### src/sv/rpd_pkg.sv
// ----------------------------------------------------------------------------
// rpd_pkg
// Shared types and constants for the remote packet deframer.
// ----------------------------------------------------------------------------
package rpd_pkg;

  localparam int WinLen     = 6;
  localparam int FillWidth  = 3;

  typedef logic [7:0]           byte_t;
  typedef logic [15:0]          word_t;
  typedef logic [FillWidth-1:0] fill_t;
  typedef byte_t                window_t [WinLen];

  localparam byte_t SyncFirst  = 8'hFF;
  localparam byte_t SyncSecond = 8'h55;
  localparam word_t NoData     = 16'hFFFF;

endpackage

### src/sv/remote_packet_deframer.sv
// ----------------------------------------------------------------------------
// remote_packet_deframer
// Byte-stream deframer for FF 55 lo ~lo hi ~hi remote packets.
// ----------------------------------------------------------------------------
// Takes one byte per clock while in_ready is high. Each accepted byte goes
// into a six-byte receive window, and the window update, sync search, realign
// shift and complement check all finish in the cycle the byte is accepted, so
// a completed packet's word is registered into command_word, or into the skid
// entry while the output stalls. A two-entry output stage (result register
// plus skid) holds one extra word, so input keeps flowing while the output
// side stalls until a second word is waiting; in_ready drops only while both
// output entries are full. Sustained rate is one byte per cycle. Words equal
// to FFFF and packets failing the complement checks are dropped silently.
module remote_packet_deframer (
  input  logic              clk,
  input  logic              rst,
  input  logic              in_valid,
  output logic              in_ready,
  input  rpd_pkg::byte_t    rx_byte,
  output logic              out_valid,
  input  logic              out_ready,
  output rpd_pkg::word_t    command_word
);
  import rpd_pkg::*;

  window_t window;
  window_t window_next;
  fill_t   fill;
  fill_t   fill_next;
  logic    emit;
  word_t   word_next;

  logic    skid_valid;
  word_t   skid_word;

  // window update and decode for the byte on rx_byte
  window_t staged;
  fill_t   staged_fill;
  logic    found;
  fill_t   pos;
  word_t   decoded;

  always_comb begin
    staged      = window;
    staged_fill = fill;
    if (fill < fill_t'(WinLen)) begin
      staged[fill[FillWidth-1:0]] = rx_byte;
      staged_fill = fill + fill_t'(1);
    end

    found = 1'b0;
    pos   = '0;
    for (int p = WinLen - 2; p >= 0; p--) begin
      if (staged[p] == SyncFirst && staged[p+1] == SyncSecond) begin
        found = 1'b1;
        pos   = fill_t'(p);
      end
    end

    decoded     = {staged[4], staged[2]};
    window_next = staged;
    fill_next   = staged_fill;
    emit        = 1'b0;
    word_next   = decoded;

    if (staged_fill >= fill_t'(WinLen)) begin
      if (!found) begin
        if (staged[WinLen-1] == SyncFirst) begin
          window_next[0] = SyncFirst;
          fill_next      = fill_t'(1);
        end else begin
          fill_next = '0;
        end
      end else if (pos != '0) begin
        // realign so the sync pair sits at the start
        for (int p = 1; p <= WinLen - 2; p++) begin
          if (pos == fill_t'(p)) begin
            for (int k = 0; k < WinLen - p; k++) begin
              window_next[k] = staged[k+p];
            end
          end
        end
        fill_next = fill_t'(WinLen) - pos;
      end else begin
        fill_next = '0;
        emit = (staged[2] == ~staged[3]) && (staged[4] == ~staged[5]) &&
               (decoded != NoData);
      end
    end
  end

  assign in_ready = !skid_valid;

  logic accept;
  assign accept = in_valid && in_ready;

  always_ff @(posedge clk) begin
    if (accept) begin
      window <= window_next;
    end
  end

  always_ff @(posedge clk) begin
    if (rst) begin
      fill <= '0;
    end else if (accept) begin
      fill <= fill_next;
    end
  end

  // output register with one skid entry
  logic new_word;
  assign new_word = accept && emit;

  always_ff @(posedge clk) begin
    if (rst) begin
      out_valid  <= 1'b0;
      skid_valid <= 1'b0;
    end else begin
      if (!out_valid || out_ready) begin
        if (skid_valid) begin
          out_valid    <= 1'b1;
          command_word <= skid_word;
          skid_valid   <= new_word;
          skid_word    <= word_next;
        end else begin
          out_valid    <= new_word;
          command_word <= word_next;
        end
      end else if (new_word) begin
        skid_valid <= 1'b1;
        skid_word  <= word_next;
      end
    end
  end

  a_fill_range: assert property (@(posedge clk) disable iff (rst)
    fill < fill_t'(WinLen))
    else $error("fill count out of range");

  a_skid_order: assert property (@(posedge clk) disable iff (rst)
    skid_valid |-> out_valid)
    else $error("skid holds a word while output register is empty");

  a_no_sentinel: assert property (@(posedge clk) disable iff (rst)
    out_valid |-> command_word != NoData)
    else $error("no-data sentinel presented as a word");

  a_emit_clears: assert property (@(posedge clk) disable iff (rst)
    new_word |=> fill == '0)
    else $error("window not cleared after a decoded packet");

endmodule

### config.mk
export PLATFORM = sky130hd
export DESIGN_NAME = remote_packet_deframer
export DESIGN_NICKNAME = d
export VERILOG_FILES = /design/src/sv/rpd_pkg.sv /design/src/sv/remote_packet_deframer.sv
export SDC_FILE = /design/constraint.sdc
export NUM_CORES = 1
export LEC_CHECK = 0
export BUFFER_PORTS_ARGS = -buffer_cell sky130_fd_sc_hd__buf_2
export CORE_MARGIN = 8
export CORE_UTILIZATION = 32
export CTS_CLUSTER_SIZE = 30
export DETAILED_ROUTE_END_ITERATION = 8
export GPL_TIMING_DRIVEN = 0
export REMOVE_ABC_BUFFERS = 1
export SYNTH_ARGS = -nofsm -noshare
export SYNTH_HDL_FRONTEND = slang
export SYNTH_SLANG_ARGS = --single-unit
### constraint.sdc
create_clock -name clk -period 4.4 [get_ports clk]
set_input_delay 0.88 -clock clk [delete_from_list [all_inputs] [get_ports clk]]
set_output_delay 0.88 -clock clk [all_outputs]
set_load 0.05 [all_outputs]
==> results of run 1 <==
[metal layers]
metal | vias to the layer above | track usage, % | wire length, um
met5 | - | 0 | 0
met3 | 34 | 2.72 | 870
li1 | 1905 | - | -
met4 | 0 | 8.52 | 584
met2 | 154 | 23.1 | 6790
met1 | 2009 | 19.5 | 6770
[worst reg2reg max path: stages (launching register included)]
cell	delay, ns
dfxtp_1	0.78
nor3b_2	0.93
nor3_1	0.27
o22ai_2	0.52
nand3_1	0.29
a31oi_1	0.80
o21ai_1	0.18
[cell usage in the layout (no fill, tap or decap), types with 4 or more instances in the layout]
cell type and count:
or4_1 6, nand2b_1 5, or3_1 6, edfxtp_1 80
nor2b_1 5, nand4_1 15, clkbuf_16 9, o21ai_0 11
a21oi_1 28, nand2_1 43, o22ai_1 14, dfxtp_1 4
mux2_2 29, a31oi_1 5, nor3_1 16, a2bb2oi_1 4
nand3_1 11, o31ai_1 4, buf_2 29, mux2i_1 27
a22oi_1 7, a211oi_1 7, nor2_1 25, xnor2_1 13
o21ai_1 4, inv_1 18, and3_1 6
[report_power, final]
part	switching (mW)	internal, mW	leakage (nW)
Combinational	0.182	0.102	1.15
Clock	0.356	0.455	0.155
Sequential	0.0486	0.947	0.813
Total	0.586	1.50	2.11
[cell families (layout without fill, tap and decap cells)]
group / Yosys count / count (layout) / share of synthesized area, %
adders and majority gates: 1 / 1 / 0.239
muxes: 60 / 60 / 12.6
and+or+nand+nor: 158 / 158 / 16.0
xor gates and xnor gates: 15 / 15 / 2.51
AOI/OAI and AO/OA: 117 / 117 / 16.0
buffers and inverters: 51 / 68 / 4.92
DFF: 85 / 85 / 47.8
[flip-flops by register name, summed over array words and instances, names as in the netlist]
register,flops
fill,3
skid_valid,1
out_valid,1
window,48
command_word,16
skid_word,16
[area by class of cell]
class,count,area [um^2]
Tap cell,216,270
Clock buffer,9,225
Sequential cell,85,2500
Inverter,20,75.1
Clock inverter,7,87.6
Fill cell,1597,10100
Multi-Input combinational cell,351,2500
Timing Repair Buffer,32,188
[how the worst max path moves through the flow]
stage,from,endpoint,slack [ns],depth (start not counted)
2_1_floorplan,fill[0],window[24],0.12,5
4_1_cts,fill[0],skid_word[1],0.28,7
3_3_place_gp,fill[0],window[28],-1.89,5
6_report,fill[1],window[28],0.33,6
3_5_place_dp,fill[0],skid_word[9],-0.14,7
5_1_grt,fill[0],skid_word[1],0.03,7
[stage by stage]
| step | setup WS (ns) | hold slack (ns) | setup TNS [ns] | util (%) |
|---|---|---|---|---|
| floorplan | 0.121 | 0.525 | 0 | - |
| global placement | -1.89 | 0.530 | -52.23 | 34.3 |
| detailed placement | -0.136 | 0.536 | -1.35 | 34.8 |
| CTS | 0.277 | 0.553 | 0 | 36.7 |
| global route | 0.0350 | 0.564 | 0 | 36.7 |
| finish | 0.331 | 0.550 | 0 | 36.7 |
==> summary.txt, run 1 <==
Yosys
  – Avg Cell Area, Syn: 10.8 um^2
  – Synth top cells by count: edfxtp_1 (80), nand2_1 (43), mux2_2 (29), a21oi_1 (28), mux2i_1 (27)
  – Synth Flop Type: edfxtp_1
  – Cell accounting for the most synthesized area: edfxtp_1
  – Largest cells by area after synthesis: edfxtp_1 (46%), mux2_2 (6.2%), mux2i_1 (5.2%)
  – Yosys warns: 0
  – Number of synthesized register bits: 85
  – Cells after Synth: approximately 490
  – Most numerous cell in the Yosys netlist: edfxtp_1
  – Synth cell types: 65
  – Post-synth EDFFs: 80
  – Seq/Total Area, Yosys: between 40% and 50%
  – Ys async rst share: 0%
  – Cell Area, Synth: 0.00524 mm^2
  – Top cell type's share of synthesized area: a little under half

Detailed routing
  – Routed Antenna Nets: 0
  – First drt pass iteration count: 4
  – Per-cell routed wire length: between 20 and 25 um
  – DRT Wirelength: approximately 15000 um
  – DRT iter0 DRCs: about 440
  – Routed vias/inst: 5.70
  – Vias: 4102
  – DRC Markers: 0

Clock network
  – CTS clk-pin slew, worst paths: 0.07 ns
  – CTS sink cnt: 85
  – CTS buffer count: 9
  – Cts hold-fix bufs: 0
  – Clock latency on the worst-skew pair: 0.36 ns
  – Root buffer cell: clkbuf_16
  – Clk buf depth: 2
  – Post-CTS Setup Repair Bufs: 0
  – Cts repair resizes: 1
  – CTS tree: done
  – CTS HTree Levels: 3

Global route
  – Antenna violations before repair: 0
  – Vias in the first global route: 3964
  – Largest net degree at the start of global routing: 34
  – First-pass GRT wire length: 23100 um
  – Gr usage total: 15.0%
  – Total gr overflow: 0

Worst setup path
  – Critical Path Fanout Max: 19
  – R2r setup slk: approximately 0.33 ns
  – FF-to-FF Start: fill[1]
  – CP max stage cell: nor3b_2
  – Crit. End Element: flip-flop
  – Worst Reg-to-Reg Cells: 6
  – Cell family with most CP delay: compound AO/OA/AOI/OAI gates
  – Critical path buffer and inverter count: 0
  – CP Cell Sequence: nor3b_2 > nor3_1 > o22ai_2 > nand3_1 > a31oi_1 > o21ai_1
  – WS Path Type: reg2reg
  – CP Launch Type: flip-flop
  – Crit path DAT: 4.14 ns
  – RR Endpoint: window[28]
  – Required time worst endpoint: roughly 4.5 ns
  – Max stage delay on crit path: 0.93 ns

Finish
  – Antenna Cells: 0
  – Non-Filler Instances: 720
  – Nets: 512
  – Layout area overhead: 11.8%
  – Layout cells sized above 1: 20.2%
  – Design Area, Final: 0.00585 mm^2

Placement
  – Placed cell area: 0.00554 mm^2
  – Post-placement cell count: between 700 and 800
  – Hpwl dp: 10800 um
  – Number of buffers added on ports: 29
  – Placer Congestion: 0.879

Die
  – Top Ports: 30
  – Initial Util: 32.9%
  – Std cell rows: 46
  – Die area: 0.0207 mm^2
  – Die H: 144 um
  – Die span in x: roughly 140 um
  – Core Box Area: 0.0159 mm^2

STA
  – Max-slew headroom: between 30% and 40%
  – Crit path time final: 4.07 ns
  – Final Skew: ~0.013 ns
  – Fmax: between 0.2 and 0.25 GHz
  – Slew Limit Fails: 0
  – Final Hold Viols: 0
  – Setup violations, final: 0
  – Crit share post-route: approximately 92%
  – Measured slew at the worst slew-check pin: a little over 1 ns
  – RSZ-0062 raised after global routing: false

Min path
  – Hold path depth: 1
  – Hold path startpoint: skid_word[5]
  – Hold path endpoint: command_word[5]
  – Hold Crit Class: reg2reg

Power
  – Power, Total: 2.09 mW
  – Pwr per Cell Area: 357 mW/mm^2
  – VDD IR max: 0.000225 V
  – LEAKAGE: 2.11 nW

Status
  – Status: completed

Job
  – Max_cap viols: 0
No activity file was read; power rests on OpenSTA's default activity.
==> run 2, diff against run 1 <==
- CORE_ASPECT_RATIO: unset -> 1.1
==> run 2 against run 1 <==
Net effect:
- flip-flop and latch count is the same
- fmax shrank 3.5%
- sequential power is essentially flat
- clock skew shrank 0.0057 ns
- critical endpoint is now window[22]
- largest cell class unchanged
- highest routed layer unchanged
==> summary.txt, run 2 (same netlist as run 1, synthesis figures left out) <==
Min path
  – Hold Crit Class: reg2reg
  – Hold path depth: 1 (unchanged)

STA
  – Crit path time final: 4.22 ns (+0.147 ns)
  – Final Hold Viols: 0 (unchanged)
  – Fmax: 0.237 GHz (-3.5%)
  – WHS: 0.550 ns (+0.000278 ns)
  – Max-slew headroom: 27.4% (-3.8 points)
  – Measured slew at the worst slew-check pin: 1.08 ns (+0.0570 ns)
  – RSZ-0062 raised after global routing: false
  – Final Worst Setup Slack: 0.184 ns (-0.147 ns)
  – Final Skew: 0.00687 ns (-0.00566 ns)
  – Crit share post-route: 95.8% (+3.3 points)
  – TNS Setup: 0 ns (unchanged)
  – Slew Limit Fails: 0 (unchanged)
  – Setup violations, final: 0 (unchanged)

Worst setup path
  – Critical Path Fanout Max: 19 (unchanged)
  – Worst Reg-to-Reg Cells: 6 (unchanged)
  – WS Path Type: reg2reg
  – Crit. End Element: flip-flop
  – Required time worst endpoint: 4.44 ns (-0.03 ns)
  – Max stage delay on crit path: 0.98 ns (+0.05 ns)
  – CP Cell Sequence: nor3b_2 > nor3_1 > o22ai_2 > nor2_1 > o21ai_0 > a22oi_1
  – CP Launch Type: flip-flop
  – CP max stage cell: nor3b_2
  – Crit path DAT: 4.26 ns (+0.12 ns)

Detailed routing
  – Per-cell routed wire length: 21.5 um (+3.0%)
  – DRC Markers: 0 (unchanged)
  – First drt pass iteration count: 5 (+1)
  – Routed Antenna Nets: 0 (unchanged)
  – Vias: 4077 (-0.61%)
  – DRT iter0 DRCs: 425 (-4.1%)
  – DRT Wirelength: 15200 um (+1.4%)
  – Routed vias/inst: 5.75 (+0.93%)

Power
  – Psw: 0.577 mW (-1.7%)
  – VDD IR max: 0.000209 V (-7.2%)
  – Switching Share: 27.8% (-0.27 points)
  – Share of power burned in registers: 48.0% (+0.4 points)
  – Logic pwr share: 13.7% (about the same)
  – Clock power frac: 38.3% (-0.5 points)
  – Power, Total: 2.07 mW (-0.73%)
  – Pwr per Cell Area: 354 mW/mm^2 (-0.94%)
  – Internal Power: 1.50 mW (-0.36%)
  – LEAKAGE: 2.12 nW (about the same)

Finish
  – Register area: 0.00250 mm^2 (unchanged)
  – Most frequent cells in the layout: edfxtp_1 (80), nand2_1 (43), mux2_2 (29), buf_2 (29), a21oi_1 (28)
  – Top reg by flops: window
  – Filler Cells Inserted: 1617 (+1.3%)
  – Largest regs: window (48), command_word (16), skid_word (16)
  – Multi-input gate area: 0.00252 mm^2 (+0.45%)
  – Nets: 513 (+0.20%)
  – Design Area, Final: 0.00587 mm^2 (+0.21%)
  – Leading cell type in the layout, fill and taps excluded: edfxtp_1
  – Layout cells sized above 1: 20.4% (+0.16 points)
  – Layout area overhead: 12.0%
  – Max reg flops: 48 (unchanged)
  – Antenna Cells: 0 (unchanged)

Placement
  – Pre-CTS WS: -0.165 ns (-0.0288 ns)
  – Placer Congestion: 0.932 (+6.0%)
  – Number of buffers added on ports: 29 (unchanged)
  – Hpwl dp: 10800 um (about the same)
  – Placed cell area: 0.00556 mm^2 (+0.34%)

Clock network
  – Cts hold-fix bufs: 0 (unchanged)
  – CTS clk-pin slew, worst paths: 0.06 ns (about the same)
  – CTS HTree Levels: 3 (unchanged)
  – CTS sink cnt: 85 (unchanged)
  – Clk buf depth: 2 (unchanged)
  – CTS tree: done
  – CTS buffer count: 9 (unchanged)
  – Root buffer cell: clkbuf_16
  – Clock latency on the worst-skew pair: 0.35 ns (about the same)

Die
  – Die H: 150 um (+4.3%)
  – Core Box Area: 0.0162 mm^2 (+1.5%)
  – Die span in x: 138 um (-4.1%)
  – Initial Util: 32.4% (-0.49 points)
  – Std cell rows: 49 (+6.5%)
  – Die area: 0.0207 mm^2 (about the same)
  – Top Ports: 30 (unchanged)

Global route
  – Largest net degree at the start of global routing: 30 (-12%)
  – Vias in the first global route: 3993 (+0.73%)
  – First-pass GRT wire length: 23600 um (+2.1%)
  – Antenna violations before repair: 0 (unchanged)
  – Gr usage total: 15.0% (-0.026 points)
  – Total gr overflow: 0 (unchanged)

Job
  – Max_cap viols: 0 (unchanged)

Status
  – Status: completed
[run 2: routing by layer]
| metal | share of wire [%] | GRT usage (%) | wire length, um |
|---|---|---|---|
| met5 | 0 | 0 | 0 |
| met2 | 48 | 23.8 | 7300 |
| met4 | 2.9 | 7.05 | 435 |
| met1 | 42 | 19.8 | 6370 |
| met3 | 7.3 | 1.84 | 1110 |
[run 2: power by group through the flow]
stage	Clock (mW)	Sequential (mW)	Combinational, mW
after CTS	0.812	0.994	0.284
after global placement	0	1.01	0.273
after detailed placement	0	1.01	0.283
final	0.795	0.996	0.284
after floorplan	0	1.04	0.163
after global routing	0.841	1.00	0.308
[run 2: final timing paths]
kind	slack (ns)	to	startpoint
setup / recovery	0.18	window[22]	fill[1]
hold / removal	0.55	command_word[0]	skid_word[0]
setup reg to reg	0.18	window[22]	fill[1]
hold reg to reg	0.55	command_word[0]	skid_word[0]
[run 2: stage by stage]
| step | instances | utilization (%) |
|---|---|---|
| after floorplan | 456 | - |
| after global placement | 689 | 33.7 |
| after detailed placement | 693 | 34.3 |
| after CTS | 709 | 36.2 |
| after global routing | 709 | 36.2 |
| final | 709 | 36.2 |
[run 2: final cells by class]
class	count	area share (%)
Multi-Input combinational cell	351	42.9
Sequential cell	85	42.7
Tap cell	204	4.35
Clock buffer	9	3.84
Timing Repair Buffer	33	3.58
Clock inverter	7	1.39
Inverter	20	1.28
[run 2: worst max-delay path, delay by kind of cell (launching register included)]
| kind | cells | cell delay, ns |
|---|---|---|
| and+or+nand+nor | 3 | 1.46 |
| AOI/OAI and AO/OA | 3 | 1.61 |
| DFF | 1 | 0.83 |
[run 2: repair_timing]
action,CTS,global route
buffers inserted,0,0
setup endpoints to repair,18,0
gates resized for setup,1,0
